===== config.mk =====
export PLATFORM = sky130hd
export DESIGN_NAME = qec_scale
export DESIGN_NICKNAME = d
export VERILOG_FILES = /design/src/hdl/qec_pkg.sv /design/src/hdl/qec_scale.sv
export SDC_FILE = /design/constraint.sdc
export NUM_CORES = 2
export LEC_CHECK = 0
export ABC_AREA = 1
export BUFFER_PORTS_ARGS = -buffer_cell sky130_fd_sc_hd__buf_2
export CORE_MARGIN = 4
export CORE_UTILIZATION = 55
export DETAILED_ROUTE_END_ITERATION = 7
export GPL_TIMING_DRIVEN = 0
export PLACE_DENSITY = 0.7
export SYNTH_ARGS = -nofsm -noshare
export SYNTH_HDL_FRONTEND = slang
export SYNTH_SLANG_ARGS = --single-unit
export TNS_END_PERCENT = 10

===== constraint.sdc =====
create_clock -name clk -period 16.7 [get_ports clk]
set_input_delay 0 -clock clk [delete_from_list [all_inputs] [get_ports clk]]
set_output_delay 0 -clock clk [all_outputs]
set_load 0.01 [all_outputs]

===== src/hdl/qec_pkg.sv =====
// Package for the quadrature encoder counter unit.
// Holds field widths, command and register codes, and the item and snapshot types.
// No dependencies.
package qec_pkg;

  // Field widths
  localparam int CMD_W      = 2;
  localparam int PRELOAD_W  = 24;
  localparam int COUNT_W    = 32;
  localparam int PINS_W     = 2;
  localparam int ANGLE_W    = 48;
  localparam int FACTOR_W   = 32;
  localparam int CFG_IDX_W  = 2;
  localparam int CFG_DATA_W = 32;

  // Product shifts that bring Q8.24 and Q4.28 products to 16 fraction bits
  localparam int DEG_SHIFT = 8;
  localparam int RAD_SHIFT = 12;

  // Commands
  localparam logic [CMD_W-1:0] CMD_SAMPLE  = 2'd0;
  localparam logic [CMD_W-1:0] CMD_INDEX   = 2'd1;
  localparam logic [CMD_W-1:0] CMD_CLEAR   = 2'd2;
  localparam logic [CMD_W-1:0] CMD_PRELOAD = 2'd3;

  // Configuration register indexes
  localparam logic [CFG_IDX_W-1:0] CFG_X4_MODE        = 2'd0;
  localparam logic [CFG_IDX_W-1:0] CFG_DEG_PER_COUNT  = 2'd1;
  localparam logic [CFG_IDX_W-1:0] CFG_RAD_PER_COUNT  = 2'd2;
  localparam logic [CFG_IDX_W-1:0] CFG_COUNTS_PER_RAD = 2'd3;

  // Pin codes, A in bit 1 and B in bit 0
  localparam logic [PINS_W-1:0] PINS_00 = 2'b00;
  localparam logic [PINS_W-1:0] PINS_01 = 2'b01;
  localparam logic [PINS_W-1:0] PINS_10 = 2'b10;
  localparam logic [PINS_W-1:0] PINS_11 = 2'b11;

  // One accepted input item
  typedef struct packed {
    logic [CMD_W-1:0]            command;
    logic                        chan_a;
    logic                        chan_b;
    logic signed [PRELOAD_W-1:0] preload_rad;
  } qec_item_t;

  // Counter values after one item
  typedef struct packed {
    logic signed [COUNT_W-1:0] position_count;
    logic signed [COUNT_W-1:0] absolute_count;
    logic [COUNT_W-1:0]        revolutions;
    logic [PINS_W-1:0]         quad_state;
  } qec_snap_t;

  // Load enables of the two scaling stages
  typedef struct packed {
    logic prod;
    logic sat;
  } qec_stage_en_t;

endpackage


===== src/hdl/qec_scale.sv =====
// Fixed-point angle scaling: signed count times unsigned factor, saturated to 48 bits.
// Two register stages: product, then truncated and saturated angle. Depends on qec_pkg.
module qec_scale #(
  parameter int SHIFT = qec_pkg::DEG_SHIFT
) (
  input  logic                                clk,
  input  qec_pkg::qec_stage_en_t              en,
  input  logic signed [qec_pkg::COUNT_W-1:0]  count,
  input  logic [qec_pkg::FACTOR_W-1:0]        factor,
  output logic signed [qec_pkg::ANGLE_W-1:0]  angle
);
  import qec_pkg::*;

  localparam int PROD_W = COUNT_W + FACTOR_W;
  localparam int Q_W    = PROD_W - SHIFT;

  logic                 neg;
  logic [COUNT_W-1:0]   mag;
  logic [PROD_W-1:0]    prod;
  logic                 prod_neg;
  logic [Q_W-1:0]       q;
  logic [ANGLE_W-1:0]   q_pos;
  logic [ANGLE_W-1:0]   q_neg;

  assign neg = count[COUNT_W-1];
  assign mag = neg ? (COUNT_W'(0) - count) : count;

  // Stage one: magnitude product
  always_ff @(posedge clk) begin
    if (en.prod) begin
      prod     <= {{FACTOR_W{1'b0}}, mag} * {{COUNT_W{1'b0}}, factor};
      prod_neg <= neg;
    end
  end

  // Truncate to 16 fraction bits, then clamp the magnitude to the signed range.
  assign q = prod[PROD_W-1:SHIFT];

  always_comb begin
    if (|q[Q_W-1:ANGLE_W-1]) begin
      q_pos = {1'b0, {(ANGLE_W-1){1'b1}}};
    end else begin
      q_pos = q[ANGLE_W-1:0];
    end
    if ((|q[Q_W-1:ANGLE_W]) || (q[ANGLE_W-1] && (|q[ANGLE_W-2:0]))) begin
      q_neg = {1'b1, {(ANGLE_W-1){1'b0}}};
    end else begin
      q_neg = q[ANGLE_W-1:0];
    end
  end

  // Stage two: signed saturated angle
  always_ff @(posedge clk) begin
    if (en.sat) begin
      angle <= prod_neg ? (ANGLE_W'(0) - q_neg) : q_pos;
    end
  end

endmodule

==> results.cfg <==
[placed_design]
io_buffers = 101
dp_cells = 5978
post_dp_cell_area_mm2 = 0.0417
place.gp.congestion = 1.07
dp_hpwl_mm = 127

[grt]
grt_pass1_vias = 36457
grt_usage_pct = 39.4
grt_max_degree = 58
grt_pass1_wl_mm = 224
gr-total-overflow = 0
antenna_found_initial = 6

[synth]
synthFlopType = edfxtp_1
avgSynthCellArea_um2 = 8.12
yosys_warnings = 0
synthMuxAreaShare_pct = 0
synth_edf_count = 105
synth_top_area_share_pct = 44.8
synthCells = 4927
async_reset_ff_share_pct = 0
synthXorXnorAreaFrac_pct = 1.64
syn_nets = 6151
synth_cell_types = 61
ys_ff_latch = 105
synth_top_family_by_area = adder cells
synth_compound_area_share_pct = 5.34
synth_top_cell_by_area = fa_1
netlist_area_mm2 = 0.0400
synth_fa_ha_area_share_pct = 53.0
synth.area.top_cells = fa_1, inv_1, nand2_1
synth_simple_gate_area_share_pct = 18.7
synth_seq_area_share_pct = 7.89

[timing]
hold_viol_final = 0
final-setup-viol-count = 0
rsz0062_at_grt = no
worstMarginPinSlew_ns = 1.47
final_max_slew_viol_count = 0
maxClockFrequency_mhz = 103
setup_tns_ns = 0
fin_crit_ns = 9.72
final.period_utilization_pct = 58.2
hold_slack_ns = 0.0312
relSlewSlack_pct = 1.76
fin_skew_ns = 0.0136

[clocking]
ctsResizeCount = 0
path_clk_slew_ns = 0.08
cts.sinks = 105
numCtsBuffers = 9
cts-root-buf = clkbuf_16
cts_hold_buf = 0
clk_latency_ns = 0.37
clock_path_buffers = 2
cts_tree = done
h-tree-depth = 3
post-cts-setup-buffer-count = 0

[critical_path]
worstSetupPathType = in -> reg
end_kind = register
r2r_setup_slack_ns = 13.05
critPathArrivalTime_ns = 9.84
crit_path_max_fanout = 10
reg2reg_from = prod[58]
critPathMaxStageDelay_ns = 0.84
rr_endpoint = angle[26]
crit_slowest_cell = buf_1
start_kind = input port
crit_required_ns = 16.83
ff2ff_path_depth = 19

[routing]
post_drt_wl_per_cell_um = 24.8
drt-initial-drc-count = 3473
drt_wl_total_mm = 149
dr_total_vias = 34455
ant_nets = 0
detail_route.first_pass.iterations = 6
drc = 0
viasPerCell = 5.75

[min_path]
hold_depth = 1
min_to = prod_neg
worstHoldStart = count[31]
hp-class = in -> reg

[flow_run]
cap_violations = 0

[die]
die_x_um = 278
die_h_um = 278
num_rows = 98
start_util_pct = 55.7
core_region_area_mm2 = 0.0717
io_pins = 115
dieArea_mm2 = 0.0771

[status]
status = complete, no violations

[finish]
fin_area_mm2 = 0.0420
final_cells = 5997
syn2layout_area_growth_pct = 5.03
nFillCells = 6754
fin_nets = 6263
drive_gt1_share_pct = 5.53
## placed cells by master (no fill, tap or decap), types with 4 or more instances in the layout
cell and instances:
inv_1 1120, fa_1 895, nand2_1 891, nor2_1 752, ha_1 262, clkbuf_1 145, buf_2 138, o21ai_0 127
a21oi_1 121, edfxtp_1 105, nand3_1 90, xor2_1 53, o41ai_1 29, nand4_1 28, nor2_2 24, nor3_1 22
xnor2_1 22, clkinv_1 15, buf_6 15, inv_2 13, nand2_2 12, buf_1 12, o21a_1 12, a31oi_1 11
o31ai_1 11, or2_2 10, a21oi_2 10, clkbuf_16 9, buf_4 8, o21ai_1 7, nor4_1 6, o211ai_1 5
o21ai_2 5, clkbuf_2 5, nor2_4 4
## critical path, delay by kind of cell
| family | cells | cell delay [ns] |
|---|---|---|
| fa+ha+maj | 10 | 4.91 |
| compound gates | 5 | 1.34 |
| simple gates | 9 | 1.31 |
| buf+inv | 10 | 2.27 |
## through the flow
stage	utilization [%]	worst slack, ns
after floorplan	-	9.40
after global placement	58.1	6.99
after detailed placement	58.1	6.94
after CTS	58.5	7.31
after global routing	58.5	6.67
final	58.5	6.98
## registers in the layout, indices dropped and copies added (netlist names)
signal and cells:
angle 48, prod 56, prod_neg 1
## cell type report
type	instances	area, um2	area share [%]
antenna	3	7.51	0.0179
buffer	223	1050	2.50
timing repair buffer	101	505	1.20
sequential	105	3150	7.51
clock inverter	7	85.1	0.203
inverter	1149	4320	10.3
clock buffer	9	225	0.536
multi-input combinational	3450	31500	74.9
tap	950	1190	2.83
## cell usage after synthesis (3+ instances only)
library cell  number
or2_2             10
xnor2_1           22
o21ai_1            7
fa_1             895
inv_1           1120
nand2_1          891
o21ai_0          127
a21oi_1          121
o21ai_2            5
o41ai_1           29
nand3_2            3
inv_2             13
nor4_1             6
clkbuf_1         145
nand2_4            3
buf_1             12
buf_6             15
nor2_1           752
buf_4              8
nand3_1           90
a31oi_1           11
nor2_4             4
nor3_1            22
a21oi_2           10
nand4_1           28
o22ai_1            3
xor2_1            53
nand2_2           12
edfxtp_1         105
clkbuf_2           5
clkinv_1          15
o31ai_1           11
o21bai_1           3
o211ai_1           5
buf_2             37
o21a_1            12
ha_1             262
nor2_2            24
## cells by family after synthesis
| group | after synthesis |
|---|---|
| simple gates | 1858 |
| buf+inv | 1372 |
| fa+ha+maj | 1157 |
| compound gates | 360 |
| flops | 105 |
| xor+xnor | 75 |
## metal layers
metal | vias up | part of all wire, % | GRT usage [%]
met5 | - | 0.023 | 0
met4 | 4 | 9.2 | 27.1
met3 | 573 | 11 | 9.83
met2 | 2016 | 44 | 62.1
met1 | 17112 | 36 | 47.8
li1 | 14750 | - | -
## worst max-delay path by stage
stage	startpoint	endpoint	slack, ns	cells past startpoint
floorplan	count[11]	prod[40]	9.40	32
detailed placement	count[0]	prod[52]	6.94	34
finish	count[0]	prod[52]	6.98	34
global placement	count[0]	prod[51]	6.99	36
CTS	count[0]	prod[52]	7.31	34
global route	count[0]	prod[51]	6.67	36
Power is not shown: default switching activity piles up to over one toggle a cycle in this logic, so the estimate is an artifact.
