### src/hdl/qec_pkg.sv
// Package for the quadrature encoder counter unit.
// Holds field widths, command and register codes, and the item and snapshot types.
// No dependencies.
package qec_pkg;

  // Field widths
  localparam int CMD_W      = 2;
  localparam int PRELOAD_W  = 24;
  localparam int COUNT_W    = 32;
  localparam int PINS_W     = 2;
  localparam int ANGLE_W    = 48;
  localparam int FACTOR_W   = 32;
  localparam int CFG_IDX_W  = 2;
  localparam int CFG_DATA_W = 32;

  // Product shifts that bring Q8.24 and Q4.28 products to 16 fraction bits
  localparam int DEG_SHIFT = 8;
  localparam int RAD_SHIFT = 12;

  // Commands
  localparam logic [CMD_W-1:0] CMD_SAMPLE  = 2'd0;
  localparam logic [CMD_W-1:0] CMD_INDEX   = 2'd1;
  localparam logic [CMD_W-1:0] CMD_CLEAR   = 2'd2;
  localparam logic [CMD_W-1:0] CMD_PRELOAD = 2'd3;

  // Configuration register indexes
  localparam logic [CFG_IDX_W-1:0] CFG_X4_MODE        = 2'd0;
  localparam logic [CFG_IDX_W-1:0] CFG_DEG_PER_COUNT  = 2'd1;
  localparam logic [CFG_IDX_W-1:0] CFG_RAD_PER_COUNT  = 2'd2;
  localparam logic [CFG_IDX_W-1:0] CFG_COUNTS_PER_RAD = 2'd3;

  // Pin codes, A in bit 1 and B in bit 0
  localparam logic [PINS_W-1:0] PINS_00 = 2'b00;
  localparam logic [PINS_W-1:0] PINS_01 = 2'b01;
  localparam logic [PINS_W-1:0] PINS_10 = 2'b10;
  localparam logic [PINS_W-1:0] PINS_11 = 2'b11;

  // One accepted input item
  typedef struct packed {
    logic [CMD_W-1:0]            command;
    logic                        chan_a;
    logic                        chan_b;
    logic signed [PRELOAD_W-1:0] preload_rad;
  } qec_item_t;

  // Counter values after one item
  typedef struct packed {
    logic signed [COUNT_W-1:0] position_count;
    logic signed [COUNT_W-1:0] absolute_count;
    logic [COUNT_W-1:0]        revolutions;
    logic [PINS_W-1:0]         quad_state;
  } qec_snap_t;

  // Load enables of the two scaling stages
  typedef struct packed {
    logic prod;
    logic sat;
  } qec_stage_en_t;

endpackage

### src/hdl/qec_decode.sv
// Quadrature decoder and counter state: applies one command item to the counters.
// Depends on qec_pkg.
module qec_decode (
  input  logic                                 clk,
  input  logic                                 rst,
  input  logic                                 upd,
  input  logic                                 load,
  input  qec_pkg::qec_item_t                   item,
  input  logic                                 x4_mode,
  input  logic [qec_pkg::FACTOR_W-1:0]         counts_per_rad,
  output qec_pkg::qec_snap_t                   snap
);
  import qec_pkg::*;

  logic [COUNT_W-1:0] position_reg, position_next;
  logic [COUNT_W-1:0] absolute_reg, absolute_next;
  logic [COUNT_W-1:0] revolution_reg, revolution_next;
  logic [PINS_W-1:0]  prev_pins, prev_pins_next;
  logic               primed, primed_next;

  logic [PINS_W-1:0]             cur;
  logic [PINS_W-1:0]             diff;
  logic                          preload_neg;
  logic [PRELOAD_W-1:0]          preload_mag;
  logic [PRELOAD_W+FACTOR_W-1:0] preload_prod;
  logic [COUNT_W-1:0]            preload_cnt;
  logic                          step_en;
  logic                          step_down;

  assign cur  = {item.chan_a, item.chan_b};
  assign diff = cur ^ prev_pins;

  // Preload: magnitude times counts per radian, integer part, sign restored
  assign preload_neg  = item.preload_rad[PRELOAD_W-1];
  assign preload_mag  = preload_neg ? (PRELOAD_W'(0) - item.preload_rad) : item.preload_rad;
  assign preload_prod = {{FACTOR_W{1'b0}}, preload_mag} * {{PRELOAD_W{1'b0}}, counts_per_rad};
  assign preload_cnt  = COUNT_W'(preload_prod[PRELOAD_W+FACTOR_W-1:FACTOR_W]);

  // Next state of the counters for the item in the input register
  always_comb begin
    position_next   = position_reg;
    absolute_next   = absolute_reg;
    revolution_next = revolution_reg;
    prev_pins_next  = prev_pins;
    primed_next     = primed;
    step_en         = 1'b0;
    step_down       = 1'b0;
    case (item.command)
      CMD_SAMPLE: begin
        if (!primed) begin
          // The first sample only primes the stored pins.
          prev_pins_next = cur;
          primed_next    = 1'b1;
        end else if (x4_mode) begin
          // Single-bit transitions count; double jumps are dropped.
          step_en        = (diff == PINS_01) || (diff == PINS_10);
          step_down      = prev_pins[0] ^ cur[1];
          prev_pins_next = cur;
        end else if (diff[1]) begin
          // Channel A changed: 3 and 0 swap counts up, 1 and 2 swap counts down.
          if ((prev_pins == PINS_11 && cur == PINS_00) ||
              (prev_pins == PINS_00 && cur == PINS_11)) begin
            step_en = 1'b1;
          end else if ((prev_pins == PINS_10 && cur == PINS_01) ||
                       (prev_pins == PINS_01 && cur == PINS_10)) begin
            step_en   = 1'b1;
            step_down = 1'b1;
          end
          prev_pins_next = cur;
        end
      end
      CMD_INDEX: begin
        revolution_next = revolution_reg + COUNT_W'(1);
      end
      CMD_CLEAR: begin
        position_next   = '0;
        revolution_next = '0;
      end
      CMD_PRELOAD: begin
        position_next = preload_neg ? (COUNT_W'(0) - preload_cnt) : preload_cnt;
      end
      default: begin
        position_next = position_reg;
      end
    endcase
    if (step_en) begin
      position_next = step_down ? position_reg - COUNT_W'(1) : position_reg + COUNT_W'(1);
      absolute_next = step_down ? absolute_reg - COUNT_W'(1) : absolute_reg + COUNT_W'(1);
    end
  end

  // Counter state
  always_ff @(posedge clk) begin
    if (rst) begin
      position_reg   <= '0;
      absolute_reg   <= '0;
      revolution_reg <= '0;
      prev_pins      <= '0;
      primed         <= 1'b0;
    end else if (upd) begin
      position_reg   <= position_next;
      absolute_reg   <= absolute_next;
      revolution_reg <= revolution_next;
      prev_pins      <= prev_pins_next;
      primed         <= primed_next;
    end
  end

  // Snapshot of the counters after this item
  always_ff @(posedge clk) begin
    if (load) begin
      snap.position_count <= position_next;
      snap.absolute_count <= absolute_next;
      snap.revolutions    <= revolution_next;
      snap.quad_state     <= prev_pins_next;
    end
  end

endmodule

### config.mk
export PLATFORM = sky130hd
export DESIGN_NAME = qec_decode
export DESIGN_NICKNAME = d
export VERILOG_FILES = /design/src/hdl/qec_pkg.sv /design/src/hdl/qec_decode.sv
export SDC_FILE = /design/constraint.sdc
export NUM_CORES = 2
export LEC_CHECK = 0
export BUFFER_PORTS_ARGS = -buffer_cell sky130_fd_sc_hd__buf_2
export CORE_MARGIN = 10
export CORE_UTILIZATION = 50
export CTS_CLUSTER_DIAMETER = 120
export DETAILED_ROUTE_END_ITERATION = 8
export PLACE_DENSITY = 0.72
export SYNTH_ARGS = -nofsm -noshare
export SYNTH_HDL_FRONTEND = slang
export SYNTH_SLANG_ARGS = --single-unit
### constraint.sdc
create_clock -name clk -period 10.65 [get_ports clk]
set_clock_uncertainty 0.1 [all_clocks]
set_input_delay 0.5325 -clock clk [delete_from_list [all_inputs] [get_ports clk]]
set_output_delay 0.5325 -clock clk [all_outputs]
set_load 0.05 [all_outputs]
==> flow_metrics.py <==
metrics = {
    "sta": {
        "final.hold.worst_slack_ps": 303.0,
        "report.final.slew_viol_count": 0,
        "timing.final.hold_violations": 0,
        "setup_viol_count_final": 0,
        "worst_slew_pin_slew_ps": 1266,
        "worst_slew_margin_rel": 0.1517,
        "timing.final.crit_share": 0.9693,
        "timing.fmax_mhz": 96.87,
        "tns_ps": 0,
        "finalCriticalPeriod_ps": 10320,
        "rsz0062_at_grt": "yes",
    },
    "worst_setup_path": {
        "crit_arrival_ps": 10400,
        "critical_setup_path_kind": "input pin to flop",
        "cpLargestDelayFamily": "adder cells",
        "startpoint_type": "input pin",
        "reg_to_reg_start": "prev_pins[1]",
        "worst_path_largest_cell_delay_ps": 540,
        "wp_data_required_ps": 10730,
        "rr_worst_depth": 20,
        "critical_path.endpoint": "snap[87]",
        "worst_path_max_delay_cell": "fa_1",
        "crit_path_end_kind": "flop",
        "rrSetupSlack_ps": 4890,
        "critical_path_depth": 39,
        "r2r_end": "absolute_reg[31]",
        "crit_path_start": "item[3]",
        "timing.critical_path.buf_inv": 11,
        "cp_common_cell": "fa_1",
        "critPathMaxFanout": 15,
    },
    "drt": {
        "wl_per_cell_um": 18.15,
        "route.antenna.remaining_nets": 0,
        "route.final.wire_length_mm": 98.34,
        "number_of_vias_per_cell": 5.556,
        "initial_drc_count": 1986,
        "drc": 0,
        "drt_pass1_iterations": 6,
        "num_vias": 30100,
    },
    "global_routing": {
        "grt_first_pass_wirelength_mm": 161.5,
        "globalRouteTotalUtil": 0.2325,
        "grt_start_max_net_pins": 82,
        "first_global_vias": 31170,
        "globalRoute.totalOverflow": 0,
        "grt_antenna_before_repair": 6,
    },
    "place": {
        "placed_cells": 5375,
        "port-buffer-count": 162,
        "detailed_place_hpwl_mm": 77.42,
        "routabilityCongestion": 0.9222,
    },
    "clock_tree": {
        "clk_pin_slew_ps": 80,
        "number_of_cts_inserted_buffers": 17,
        "cts-hold-fix-buffers": 0,
        "clockRootBuffer": "clkbuf_16",
        "cts.sink_count": 197,
        "clk_latency_ps": 450,
        "h-tree-depth": 4,
        "cts-root-to-sink-buffers": 2,
        "clock_tree_from_tritoncts": "done",
    },
    "logic_synthesis": {
        "synth_top_cell_by_area": "fa_1",
        "synth_edf_count": 98,
        "synthMostInstantiatedCell": "inv_1",
        "ys_seq_elements": 197,
        "synthDominantCellAreaShare": 0.3573,
        "ys_async_sr_fraction": 0,
        "synthFlopType": "dfxtp_1",
        "synth.yosys.warnings": 0,
        "average_size_of_a_mapped_cell_um2": 8.638,
        "post_synth_inst_count": 4274,
        "synthDistinctLibCells": 84,
        "synth_nets": 5243,
        "synth.area.top_cells": "fa_1 (36%), ha_1 (8.3%), edfxtp_1 (8.0%)",
        "synth-seq-area-share": 0.1334,
        "syn_area_mm2": 0.03692,
        "synth_common_cells": "inv_1 (774), nand2_1 (713), fa_1 (659)",
    },
    "floorplanning": {
        "placementRows": 99,
        "placeableCoreArea_mm2": 0.07308,
        "ioPinCount": 163,
        "die-area_mm2": 0.08511,
        "die_h_um": 291.7,
        "start_util": 0.5052,
        "horizontal_die_dimension_um": 291.7,
    },
    "final_layout": {
        "final_net_count": 5411,
        "max_flop_register": "snap",
        "register_area_mm2": 0.004925,
        "footprint_of_the_multi_input_gates_mm2": 0.02872,
        "ratio_of_cells_with_drive_above_1_in_the_final_layout": 0.1113,
        "area_delta_synth_final_pct": 10.69,
        "final.fill_count": 6535,
        "fin_util": 0.5592,
        "finish.cell_count_without_fillers": 5417,
        "number_of_flip_flops_under_the_largest_register_name": 98,
    },
    "job": {
        "maxCapViolCount": 0,
    },
    "min_path": {
        "timing.hold.worst_path_depth": 3,
        "worstHoldPathType": "input pin to flop",
    },
    "status": {
        "outcome": "finished, final reports clean",
    },
}
-- through the flow --
stage,worst slack (ps),instance area (um2)
after floorplan,759.8,36920
after global placement,-0.05773,39940
after detailed placement,-258.5,39940
after CTS,206.8,40540
after global routing,-74.82,40860
final,326.6,40870
-- worst reg2reg max path: cells and delay by family (launching register included) --
kind / cells / cell delay, ps
AOI/OAI and AO/OA: 11 / 2800
buffers and inverters: 3 / 920
and+or+nand+nor: 4 / 750
adders and majority gates: 1 / 370
muxes: 1 / 360
DFF: 1 / 350
-- logic make-up (layout without fill, tap and decap cells) --
group,Yosys count,count (layout),synth area share
AO/OA/AOI/OAI,542,542,0.09791
XOR/XNOR,131,131,0.03108
adder cells (fa/ha/maj),904,904,0.4404
buffers and inverters,991,1172,0.1008
flip-flops,197,197,0.1334
multiplexers,43,43,0.01200
other,0,3,0
AND/OR/NAND/NOR,1466,1466,0.1845
-- timing repair --
item,4_1_cts,5_1_grt
buffers inserted,0,7
endpoints found under the setup margin,0,34
hold endpoints to repair,0,0
resized for setup,0,46
-- cell type report --
type | instances | area share
Multi-Input combinational cell | 3086 | 0.7027
Sequential cell | 197 | 0.1205
Inverter | 776 | 0.07127
Timing Repair Buffer | 364 | 0.06126
Tap cell | 959 | 0.02936
Clock buffer | 18 | 0.01102
Clock inverter | 14 | 0.003735
Antenna cell | 3 | 0.0001837
-- how the worst min path moves through the flow --
stage / startpoint / slack (ps) / end
2_1_floorplan: absolute_reg[20] / 350 / absolute_reg[20]
3_3_place_gp: absolute_reg[29] / 370 / absolute_reg[29]
3_5_place_dp: absolute_reg[29] / 370 / absolute_reg[29]
4_1_cts: item[25] / 290 / prev_pins[1]
5_1_grt: item[25] / 320 / prev_pins[1]
6_report: item[25] / 300 / prev_pins[1]
-- placed cells by master, fill, tap and decap left out, drive strengths merged, types with 18 or more instances in the layout --
| cell type | instances |
|---|---|
| o21ai | 119 |
| a21o | 53 |
| nor2b | 70 |
| nand2b | 24 |
| clkbuf | 18 |
| xnor2 | 77 |
| and2 | 204 |
| nor3 | 64 |
| ha | 245 |
| mux2i | 33 |
| o21a | 18 |
| buf | 364 |
| nand2 | 713 |
| dfxtp | 99 |
| a211oi | 19 |
| nand4 | 25 |
| fa | 659 |
| a21oi | 160 |
| edfxtp | 98 |
| xor2 | 54 |
| inv | 783 |
| and3 | 34 |
| nor2 | 201 |
| nand3 | 70 |
-- per-layer routing --
metal / track usage / up-vias / wire length [um]
met5: 0 / - / 33
met2: 0.3967 / 1041 / 47560
met1: 0.3002 / 15050 / 40380
met3: 0.03627 / 214 / 6981
li1: - / 13780 / -
met4: 0.07381 / 6 / 3390
Power is not shown: default switching activity piles up to over one toggle a cycle in this logic, so the estimate is an artifact.
